==> src/rar_pkg.sv <==
// Shared constants and codes for the ring all-reduce schedule generator.
package rar_pkg;

    localparam int MAX_RANKS_DEF = 16;

    localparam int BYTES_W  = 40;
    localparam int RANKS_W  = 5;
    localparam int RANK_W   = 4;
    localparam int EBYTES_W = 4;
    localparam int STEP_W   = 4;
    localparam int OPIDX_W  = 7;
    localparam int PAIR_W   = 5;
    localparam int CFGIDX_W = 2;

    localparam logic [1:0] STATUS_OK       = 2'd0;
    localparam logic [1:0] STATUS_BAD_CFG  = 2'd1;
    localparam logic [1:0] STATUS_BAD_STEP = 2'd2;

    localparam logic [1:0] OP_PUT         = 2'd0;
    localparam logic [1:0] OP_RECV        = 2'd1;
    localparam logic [1:0] OP_RECV_REDUCE = 2'd2;

    localparam logic [CFGIDX_W-1:0] REG_RANK_COUNT    = 2'd0;
    localparam logic [CFGIDX_W-1:0] REG_OWN_RANK      = 2'd1;
    localparam logic [CFGIDX_W-1:0] REG_TENSOR_BYTES  = 2'd2;
    localparam logic [CFGIDX_W-1:0] REG_ELEMENT_BYTES = 2'd3;

    localparam logic [RANKS_W-1:0]  RANK_COUNT_RST    = 5'd2;
    localparam logic [EBYTES_W-1:0] ELEMENT_BYTES_RST = 4'd4;

endpackage

==> src/rar_div.sv <==
// Restoring bit-serial divider: one quotient bit per cycle.
module rar_div (
    input  logic                          clk,
    input  logic                          rst_n,
    input  logic                          start,
    input  logic [rar_pkg::BYTES_W-1:0]   dividend,
    input  logic [rar_pkg::RANKS_W-1:0]   divisor,
    output logic                          busy,
    output logic [rar_pkg::BYTES_W-1:0]   quotient,
    output logic [rar_pkg::RANKS_W-1:0]   remainder
);
    import rar_pkg::*;

    localparam int CNT_W = $clog2(BYTES_W + 1);

    logic [BYTES_W-1:0] quo_reg;
    logic [RANKS_W-1:0] rem_reg;
    logic [RANKS_W-1:0] div_reg;
    logic [CNT_W-1:0]   cnt_reg;
    logic [RANKS_W:0]   trial;
    logic [RANKS_W:0]   diff;

    assign trial = {rem_reg, quo_reg[BYTES_W-1]};
    assign diff  = trial - {1'b0, div_reg};

    always_ff @(posedge clk or negedge rst_n)
    begin
        if (!rst_n)
        begin
            cnt_reg <= '0;
        end
        else if (start)
        begin
            cnt_reg <= CNT_W'(BYTES_W);
        end
        else if (cnt_reg != '0)
        begin
            cnt_reg <= cnt_reg - 1'b1;
        end
    end

    always_ff @(posedge clk)
    begin
        if (start)
        begin
            quo_reg <= dividend;
            rem_reg <= '0;
            div_reg <= divisor;
        end
        else if (cnt_reg != '0)
        begin
            if (trial >= {1'b0, div_reg})
            begin
                rem_reg <= diff[RANKS_W-1:0];
                quo_reg <= {quo_reg[BYTES_W-2:0], 1'b1};
            end
            else
            begin
                rem_reg <= trial[RANKS_W-1:0];
                quo_reg <= {quo_reg[BYTES_W-2:0], 1'b0};
            end
        end
    end

    assign busy      = (cnt_reg != '0);
    assign quotient  = quo_reg;
    assign remainder = rem_reg;
endmodule

==> src/ring_allreduce_schedule_gen.sv <==
// Ring all-reduce schedule generator: per-step Put, Recv and RecvReduce descriptors.
// A valid request passes the check, the shard divider and two multiply slots before its
// first result; an error report follows the check directly. Only one request at a time:
// a new one is taken in idle, after the last is done; an output stall holds the results.
// Reset: asynchronous active-low; configuration registers go to their defaults, the op
// counter and the shard readiness marks are cleared.
module ring_allreduce_schedule_gen #(
    parameter int MAX_RANKS = rar_pkg::MAX_RANKS_DEF
) (
    input  logic                           clk,
    input  logic                           rst_n,
    input  logic                           cfg_we,
    input  logic [rar_pkg::CFGIDX_W-1:0]   cfg_index,
    input  logic [rar_pkg::BYTES_W-1:0]    cfg_data,
    input  logic                           in_valid,
    output logic                           in_ready,
    input  logic                           phase,
    input  logic [rar_pkg::STEP_W-1:0]     step_num,
    input  logic                           restart,
    output logic                           out_valid,
    input  logic                           out_ready,
    output logic [1:0]                     status,
    output logic [1:0]                     op_kind,
    output logic [rar_pkg::OPIDX_W-1:0]    op_index,
    output logic [rar_pkg::BYTES_W-1:0]    byte_count,
    output logic [rar_pkg::BYTES_W-1:0]    byte_offset,
    output logic [rar_pkg::RANK_W-1:0]     peer_rank,
    output logic                           dep_valid,
    output logic [rar_pkg::OPIDX_W-1:0]    dep_index,
    output logic [rar_pkg::PAIR_W-1:0]     pair_id,
    output logic                           last
);
    import rar_pkg::*;

    localparam int IDX_W = (MAX_RANKS > 1) ? $clog2(MAX_RANKS) : 1;

    // The sequencer walks one request through validation, the shard split,
    // the two offset products, and then up to three result slots, or an error slot.
    typedef enum logic [3:0] {
        S_IDLE, S_CHECK, S_DIV_WAIT, S_MUL_SEND, S_MUL_RECV,
        S_PUT, S_RECV, S_REDUCE, S_ERR
    } state_t;

    state_t state_reg;

    // Configuration registers.
    logic [RANKS_W-1:0]  rank_count_reg;
    logic [RANK_W-1:0]   own_rank_reg;
    logic [BYTES_W-1:0]  tensor_bytes_reg;
    logic [EBYTES_W-1:0] element_bytes_reg;

    // Schedule state.
    logic [OPIDX_W-1:0]  op_counter_reg;
    logic [MAX_RANKS-1:0] ready_valid_reg;
    logic [OPIDX_W-1:0]  ready_op_reg [MAX_RANKS];

    // Per-request working registers.
    logic                phase_reg;
    logic [STEP_W-1:0]   step_reg;
    logic [1:0]          err_reg;
    logic [RANKS_W-1:0]  send_owner_reg;
    logic [RANKS_W-1:0]  recv_owner_reg;
    logic [1:0]          shift_reg;
    logic [BYTES_W-1:0]  ssize_reg;
    logic [BYTES_W-1:0]  soff_reg;
    logic [BYTES_W-1:0]  rsize_reg;
    logic [BYTES_W-1:0]  roff_reg;
    logic [OPIDX_W-1:0]  ridx_reg;

    // Output register.
    logic                out_valid_reg;
    logic [1:0]          status_reg;
    logic [1:0]          op_kind_reg;
    logic [OPIDX_W-1:0]  op_index_reg;
    logic [BYTES_W-1:0]  byte_count_reg;
    logic [BYTES_W-1:0]  byte_offset_reg;
    logic [RANK_W-1:0]   peer_rank_reg;
    logic                dep_valid_reg;
    logic [OPIDX_W-1:0]  dep_index_reg;
    logic [PAIR_W-1:0]   pair_id_reg;
    logic                last_reg;

    // Divider hookup.
    logic                div_start;
    logic                div_busy;
    logic [BYTES_W-1:0]  div_quo;
    logic [RANKS_W-1:0]  div_rem;

    logic                cfg_ok;
    logic                step_bad;
    logic [1:0]          shift_amt;
    logic [BYTES_W-1:0]  elem_mask;
    logic [RANKS_W-1:0]  send_owner_c;
    logic [RANKS_W-1:0]  recv_owner_c;
    logic [RANK_W-1:0]   next_peer;
    logic [RANK_W-1:0]   prev_peer;
    logic                slot_free;
    logic                emit;

    logic [RANKS_W-1:0]        mul_owner;
    logic [BYTES_W+RANKS_W-1:0] mul_prod;
    logic                      mul_inc;
    logic [RANKS_W-1:0]        mul_lo;
    logic [BYTES_W-1:0]        mul_size;
    logic [BYTES_W-1:0]        mul_off;

    logic [IDX_W-1:0]    send_sel;
    logic [IDX_W-1:0]    recv_sel;

    // Reduce a value known to lie in [nr+1, 3nr] modulo nr with up to three
    // subtracts; the top of the range needs all three.
    function automatic logic [RANKS_W-1:0] ring_mod(
        input logic [RANKS_W+1:0] val,
        input logic [RANKS_W-1:0] nr
    );
        logic [RANKS_W+1:0] t;
        begin
            t = val - {2'b00, nr};
            if (t >= {2'b00, nr})
            begin
                t = t - {2'b00, nr};
            end
            if (t >= {2'b00, nr})
            begin
                t = t - {2'b00, nr};
            end
            return t[RANKS_W-1:0];
        end
    endfunction

    assign in_ready  = (state_reg == S_IDLE);
    assign slot_free = !out_valid_reg || out_ready;

    // A result slot loads the output register in this cycle.
    assign emit = slot_free && (state_reg inside {S_PUT, S_RECV, S_REDUCE, S_ERR});

    // Element size is a power of two, so scaling by it is a shift.
    always_comb
    begin
        case (element_bytes_reg)
            4'd2:    shift_amt = 2'd1;
            4'd4:    shift_amt = 2'd2;
            4'd8:    shift_amt = 2'd3;
            default: shift_amt = 2'd0;
        endcase
    end

    assign elem_mask = BYTES_W'(element_bytes_reg) - 1'b1;

    assign cfg_ok = (rank_count_reg >= 5'd2)
                 && (32'(rank_count_reg) <= MAX_RANKS)
                 && ({1'b0, own_rank_reg} < rank_count_reg)
                 && ((element_bytes_reg == 4'd1) || (element_bytes_reg == 4'd2)
                     || (element_bytes_reg == 4'd4) || (element_bytes_reg == 4'd8))
                 && (tensor_bytes_reg != '0)
                 && ((tensor_bytes_reg & elem_mask) == '0);

    assign step_bad = ({1'b0, step_reg} >= (rank_count_reg - 5'd1));

    // Shard owners: reduce-scatter sends own-step and receives own-step-1;
    // all-gather is shifted forward by one.
    always_comb
    begin
        logic [RANKS_W+1:0] base_t;
        base_t = {3'b000, own_rank_reg} + {1'b0, rank_count_reg, 1'b0}
               - {3'b000, step_reg};
        if (phase_reg)
        begin
            send_owner_c = ring_mod(base_t + 7'd1, rank_count_reg);
            recv_owner_c = ring_mod(base_t, rank_count_reg);
        end
        else
        begin
            send_owner_c = ring_mod(base_t, rank_count_reg);
            recv_owner_c = ring_mod(base_t - 7'd1, rank_count_reg);
        end
    end

    assign next_peer = ({1'b0, own_rank_reg} + 5'd1 == rank_count_reg)
                     ? '0 : own_rank_reg + 4'd1;
    assign prev_peer = (own_rank_reg == '0)
                     ? RANK_W'(rank_count_reg - 5'd1) : own_rank_reg - 4'd1;

    // Shared multiply: owner times base elements, then scale to bytes.
    assign mul_owner = (state_reg == S_MUL_SEND) ? send_owner_reg : recv_owner_reg;
    assign mul_prod  = mul_owner * div_quo;
    assign mul_inc   = (mul_owner < div_rem);
    assign mul_lo    = mul_inc ? mul_owner : div_rem;
    assign mul_size  = (div_quo + BYTES_W'(mul_inc)) << shift_reg;
    assign mul_off   = (mul_prod[BYTES_W-1:0] + BYTES_W'(mul_lo)) << shift_reg;

    assign div_start = (state_reg == S_CHECK) && cfg_ok && !step_bad;

    assign send_sel = IDX_W'(send_owner_reg);
    assign recv_sel = IDX_W'(recv_owner_reg);

    rar_div u_div (
        .clk       (clk),
        .rst_n     (rst_n),
        .start     (div_start),
        .dividend  (tensor_bytes_reg >> shift_amt),
        .divisor   (rank_count_reg),
        .busy      (div_busy),
        .quotient  (div_quo),
        .remainder (div_rem)
    );

    // Configuration writes.
    always_ff @(posedge clk or negedge rst_n)
    begin
        if (!rst_n)
        begin
            rank_count_reg    <= RANK_COUNT_RST;
            own_rank_reg      <= '0;
            tensor_bytes_reg  <= '0;
            element_bytes_reg <= ELEMENT_BYTES_RST;
        end
        else if (cfg_we)
        begin
            case (cfg_index)
                REG_RANK_COUNT:    rank_count_reg    <= cfg_data[RANKS_W-1:0];
                REG_OWN_RANK:      own_rank_reg      <= cfg_data[RANK_W-1:0];
                REG_TENSOR_BYTES:  tensor_bytes_reg  <= cfg_data;
                REG_ELEMENT_BYTES: element_bytes_reg <= cfg_data[EBYTES_W-1:0];
                default:           ;
            endcase
        end
    end

    // Readiness table payload: written when a receive completes a shard.
    always_ff @(posedge clk)
    begin
        if (state_reg == S_RECV && slot_free && phase_reg)
        begin
            ready_op_reg[recv_sel] <= op_counter_reg;
        end
        else if (state_reg == S_REDUCE && slot_free)
        begin
            ready_op_reg[recv_sel] <= op_counter_reg;
        end
    end

    // Sequencer with the output register.
    always_ff @(posedge clk or negedge rst_n)
    begin
        if (!rst_n)
        begin
            state_reg       <= S_IDLE;
            op_counter_reg  <= '0;
            ready_valid_reg <= '0;
            out_valid_reg   <= 1'b0;
        end
        else
        begin
            if (out_valid_reg && out_ready && !emit)
            begin
                out_valid_reg <= 1'b0;
            end

            case (state_reg)
                S_IDLE:
                begin
                    if (in_valid)
                    begin
                        phase_reg <= phase;
                        step_reg  <= step_num;
                        if (restart)
                        begin
                            op_counter_reg  <= '0;
                            ready_valid_reg <= '0;
                        end
                        state_reg <= S_CHECK;
                    end
                end

                S_CHECK:
                begin
                    send_owner_reg <= send_owner_c;
                    recv_owner_reg <= recv_owner_c;
                    shift_reg      <= shift_amt;
                    if (!cfg_ok)
                    begin
                        err_reg   <= STATUS_BAD_CFG;
                        state_reg <= S_ERR;
                    end
                    else if (step_bad)
                    begin
                        err_reg   <= STATUS_BAD_STEP;
                        state_reg <= S_ERR;
                    end
                    else
                    begin
                        state_reg <= S_DIV_WAIT;
                    end
                end

                S_DIV_WAIT:
                begin
                    if (!div_busy)
                    begin
                        state_reg <= S_MUL_SEND;
                    end
                end

                S_MUL_SEND:
                begin
                    ssize_reg <= mul_size;
                    soff_reg  <= mul_off;
                    state_reg <= S_MUL_RECV;
                end

                S_MUL_RECV:
                begin
                    rsize_reg <= mul_size;
                    roff_reg  <= mul_off;
                    if (ssize_reg != '0)
                    begin
                        state_reg <= S_PUT;
                    end
                    else if (mul_size != '0)
                    begin
                        state_reg <= S_RECV;
                    end
                    else
                    begin
                        // Both shards are empty: the request yields nothing.
                        state_reg <= S_IDLE;
                    end
                end

                S_PUT:
                begin
                    if (slot_free)
                    begin
                        out_valid_reg   <= 1'b1;
                        status_reg      <= STATUS_OK;
                        op_kind_reg     <= OP_PUT;
                        op_index_reg    <= op_counter_reg;
                        byte_count_reg  <= ssize_reg;
                        byte_offset_reg <= soff_reg;
                        peer_rank_reg   <= next_peer;
                        dep_valid_reg   <= ready_valid_reg[send_sel];
                        dep_index_reg   <= ready_valid_reg[send_sel]
                                         ? ready_op_reg[send_sel] : '0;
                        pair_id_reg     <= PAIR_W'({send_owner_reg, phase_reg});
                        last_reg        <= (rsize_reg == '0);
                        op_counter_reg  <= op_counter_reg + 1'b1;
                        state_reg       <= (rsize_reg == '0) ? S_IDLE : S_RECV;
                    end
                end

                S_RECV:
                begin
                    if (slot_free)
                    begin
                        out_valid_reg   <= 1'b1;
                        status_reg      <= STATUS_OK;
                        op_kind_reg     <= OP_RECV;
                        op_index_reg    <= op_counter_reg;
                        byte_count_reg  <= rsize_reg;
                        byte_offset_reg <= roff_reg;
                        peer_rank_reg   <= prev_peer;
                        dep_valid_reg   <= 1'b0;
                        dep_index_reg   <= '0;
                        pair_id_reg     <= PAIR_W'({recv_owner_reg, phase_reg});
                        last_reg        <= phase_reg;
                        ridx_reg        <= op_counter_reg;
                        op_counter_reg  <= op_counter_reg + 1'b1;
                        if (phase_reg)
                        begin
                            ready_valid_reg[recv_sel] <= 1'b1;
                            state_reg <= S_IDLE;
                        end
                        else
                        begin
                            state_reg <= S_REDUCE;
                        end
                    end
                end

                S_REDUCE:
                begin
                    if (slot_free)
                    begin
                        out_valid_reg   <= 1'b1;
                        status_reg      <= STATUS_OK;
                        op_kind_reg     <= OP_RECV_REDUCE;
                        op_index_reg    <= op_counter_reg;
                        byte_count_reg  <= rsize_reg;
                        byte_offset_reg <= roff_reg;
                        peer_rank_reg   <= '0;
                        dep_valid_reg   <= 1'b1;
                        dep_index_reg   <= ridx_reg;
                        pair_id_reg     <= '0;
                        last_reg        <= 1'b1;
                        op_counter_reg  <= op_counter_reg + 1'b1;
                        ready_valid_reg[recv_sel] <= 1'b1;
                        state_reg       <= S_IDLE;
                    end
                end

                S_ERR:
                begin
                    if (slot_free)
                    begin
                        out_valid_reg   <= 1'b1;
                        status_reg      <= err_reg;
                        op_kind_reg     <= OP_PUT;
                        op_index_reg    <= '0;
                        byte_count_reg  <= '0;
                        byte_offset_reg <= '0;
                        peer_rank_reg   <= '0;
                        dep_valid_reg   <= 1'b0;
                        dep_index_reg   <= '0;
                        pair_id_reg     <= '0;
                        last_reg        <= 1'b1;
                        state_reg       <= S_IDLE;
                    end
                end

                default:
                begin
                    state_reg <= S_IDLE;
                end
            endcase
        end
    end

    assign out_valid   = out_valid_reg;
    assign status      = status_reg;
    assign op_kind     = op_kind_reg;
    assign op_index    = op_index_reg;
    assign byte_count  = byte_count_reg;
    assign byte_offset = byte_offset_reg;
    assign peer_rank   = peer_rank_reg;
    assign dep_valid   = dep_valid_reg;
    assign dep_index   = dep_index_reg;
    assign pair_id     = pair_id_reg;
    assign last        = last_reg;
endmodule
==> config.mk <==
export PLATFORM = sky130hd
export DESIGN_NAME = ring_allreduce_schedule_gen
export DESIGN_NICKNAME = d
export VERILOG_FILES = /design/src/rar_pkg.sv /design/src/rar_div.sv /design/src/ring_allreduce_schedule_gen.sv
export SDC_FILE = /design/constraint.sdc
export NUM_CORES = 1
export LEC_CHECK = 0
export ABC_AREA = 0
export BUFFER_PORTS_ARGS = -buffer_cell sky130_fd_sc_hd__buf_2
export CAP_MARGIN = 10
export CORE_AREA = 5 5 347 349
export CTS_BUF_LIST = sky130_fd_sc_hd__clkbuf_8
export DETAILED_ROUTE_END_ITERATION = 8
export DIE_AREA = 0 0 352 354
export HOLD_SLACK_MARGIN = 0.1
export PLACE_DENSITY_LB_ADDON = 0.1
export SYNTH_ARGS = -nofsm -noshare
export SYNTH_HDL_FRONTEND = slang
export SYNTH_SLANG_ARGS = --single-unit
==> constraint.sdc <==
create_clock -name clk -period 22.4 [get_ports clk]
set_input_delay 2.24 -clock clk [delete_from_list [all_inputs] [get_ports clk]]
set_output_delay 2.24 -clock clk [all_outputs]
set_load 0.01 [all_outputs]
==> impl_metrics.toml <==
[global_routing]
grt_pass1_wl_mm = 165
grt_overflow = 0
grt_max_degree = 80
grt_pass1_vias = 25756
grt_use_total_pct = 17.2
antenna_found_initial = 7

[placement]
port_buffers = 163
hpwl_mm = 81.1
place.gp.congestion = 0.856
place_inst = 4712
placed_area_um2 = 37000

[final_layout]
fillers = 11814
syn2layout_area_growth_pct = 12.6
final_layout_size_suffix_gt1_share_pct = 15.4
nNetsFinal = 3610
largest_register_ffs = 112
stdcell_count = 4903
final_common_cell = "edfxtp_1"
final_area_um2 = 39100
mostFrequentLayoutCells = "edfxtp_1, nand2_1, inv_1, nor2_1, buf_2"

[routing]
num_vias = 25077
avgRoutedWirePerCell_um = 22.2
wl_met2_mm = 46.7
vias_per_cell = 5.11
routed_wl_mm = 109
post-route-drc-count = 0
drt_iter0_markers = 1679
met3_length_mm = 5.95
ant_nets = 0
wl_met1_mm = 53.5
firstDrtPassIters = 5
topRoutingLayerUsed = "met5"

[setup_path]
slowest_delay_ns = 0.92
path_max_fanout = 30
crit_path_start_kind = "register"
cp.arrival_ns = 9.32
r2r-start = "state_reg[1]"
crit_type = "reg -> reg"
r2r-end = "roff_reg[37]"
end_kind = "register"
cp_slowest_cell = "nor4bb_2"
path_common_cell = "mux2i_1"
reg2reg_slack_ns = 13.64
cp.required_ns = 22.97
reg2reg_depth = 27

[clocking]
tritoncts = "yes"
cts_setup_buffers = 0
cts.sinks = 548
clock-root-buffer = "clkbuf_8"
cts.reportedPaths.clkPinSlew_ns = 0.06
cts_buffer_depth = 3
clk_latency_ns = 0.78
ctsHoldBuffers = 0
htreeDepth = 3
cts_buffers = 100
cts.repair.resized = 0

[timing]
hold_viol_final = 0
finClkSkew_ns = 0.0649
rsz0062_at_grt = "no"
setup_viol = 0
slew_headroom_pct = 20.1
drv_slew = 0
tns_ns = 0
worst_pin_slew_ns = 1.19
period_share_pct = 39.1
max_freq_mhz = 114
post-route-min-period_ns = 8.76

[synth]
synthAdderAreaFrac_pct = 12.8
synthXorXnorAreaFrac_pct = 3.35
synth_area_um2 = 34700
muxShareOfSynthArea_pct = 10.3
synth_top_family_by_area = "simple AND/OR/NAND/NOR gates"
synth_top_area_share_pct = 39.1
synth_cell_type_count = 92
synth_edf_count = 452
synth-simple-area-share_pct = 15.3
yosys-top-cells-area = "edfxtp_1, fa_1, dfrtp_1"
synth_compound_area_share_pct = 8.50
ys_ff_latch = 548
syn_area_per_cell_um2 = 11.0
syn_nets = 3503
synth_cells = 3171
yosysSeqAreaShare_pct = 45.9
synthArstFlopShare_pct = 15.9
yosysWarnings = 0
yosysTopAreaCell = "edfxtp_1"
synthFlopType = "edfxtp_1"

[hold_path]
min_from = "ready_valid_reg[7]"
min_to = "ready_valid_reg[7]"
hold_depth = 2
hold_class = "reg -> reg"

[floorplan]
boundaryPins = 164
die_x_um = 352
die_h_um = 354
initial_core_util_pct = 29.7
core-area_um2 = 117000
die_area_um2 = 125000
num_rows = 126

[status]
status = "finished, final reports clean"

[flow_run]
cap_violations = 0
-- cells in the mapped netlist (all sizes together) (29+ instances only) --
| library cell | instances |
|---|---|
| nand3 | 138 |
| nor2 | 168 |
| nor4 | 54 |
| edfxtp | 452 |
| nor3 | 63 |
| xor2 | 45 |
| mux2i | 142 |
| mux2 | 104 |
| a21o | 34 |
| buf | 49 |
| dfrtp | 85 |
| nand2b | 29 |
| nand4 | 35 |
| mux4 | 43 |
| ha | 153 |
| o21ai | 114 |
| clkbuf | 137 |
| and2 | 79 |
| fa | 126 |
| xnor2 | 80 |
| inv | 174 |
| nand2 | 440 |
| a21oi | 132 |
-- through the flow --
stage | utilization [%] | hold WS, ns | setup WS, ns
6_report | 33.4 | 0.505 | 13.64
5_1_grt | 33.4 | 0.524 | 13.00
4_1_cts | 33.4 | 0.504 | 13.54
3_5_place_dp | 31.6 | 0.488 | 13.60
3_3_place_gp | 31.6 | 0.472 | 13.73
2_1_floorplan | - | 0.423 | 15.21
-- per-layer routing --
layer  vias to the layer above  track usage [%]
li1                      11687                -
met1                     12510             25.5
met2                       746             25.8
met3                       132             2.79
met4                         2             5.05
met5                         -                0
-- layout make-up --
| type | instances | area [µm²] | area share [%] |
|---|---|---|---|
| clock buffer | 106 | 1460 | 3.73 |
| antenna | 2 | 5.00 | 0.0128 |
| inverter | 175 | 657 | 1.68 |
| tap | 1536 | 1920 | 4.92 |
| sequential | 548 | 15900 | 40.8 |
| clock inverter | 83 | 619 | 1.58 |
| timing repair buffer | 191 | 1030 | 2.62 |
| multi-input combinational | 2262 | 17500 | 44.7 |
-- cell families after synthesis --
family,Yosys count
AOI/OAI and AO/OA,459
xor gates and xnor gates,128
adders and majority gates,279
buffers and inverters,361
DFF,548
muxes,289
and+or+nand+nor,1107
-- how the worst max path moves through the flow --
| stage | start | end | slack (ns) | cells after the start |
|---|---|---|---|---|
| finish | state_reg[1] | roff_reg[37] | 13.64 | 27 |
| global route | state_reg[1] | roff_reg[37] | 13.00 | 27 |
| CTS | state_reg[1] | roff_reg[37] | 13.54 | 27 |
| detailed placement | state_reg[1] | roff_reg[37] | 13.60 | 27 |
| global placement | state_reg[1] | roff_reg[37] | 13.73 | 27 |
| floorplan | rank_count_reg[1] | send_owner_reg[2] | 15.21 | 26 |
-- worst max-delay path: cells and delay by family, from the launching register on --
family / cells / cell delay (ns)
fa+ha+maj: 5 / 2.19
compound gates: 9 / 2.12
simple gates: 5 / 1.45
buf+inv: 3 / 1.07
mux: 4 / 0.78
flops: 1 / 0.61
xor+xnor: 1 / 0.34
Power is not shown: default switching activity piles up to over one toggle a cycle in this logic, so the estimate is an artifact.
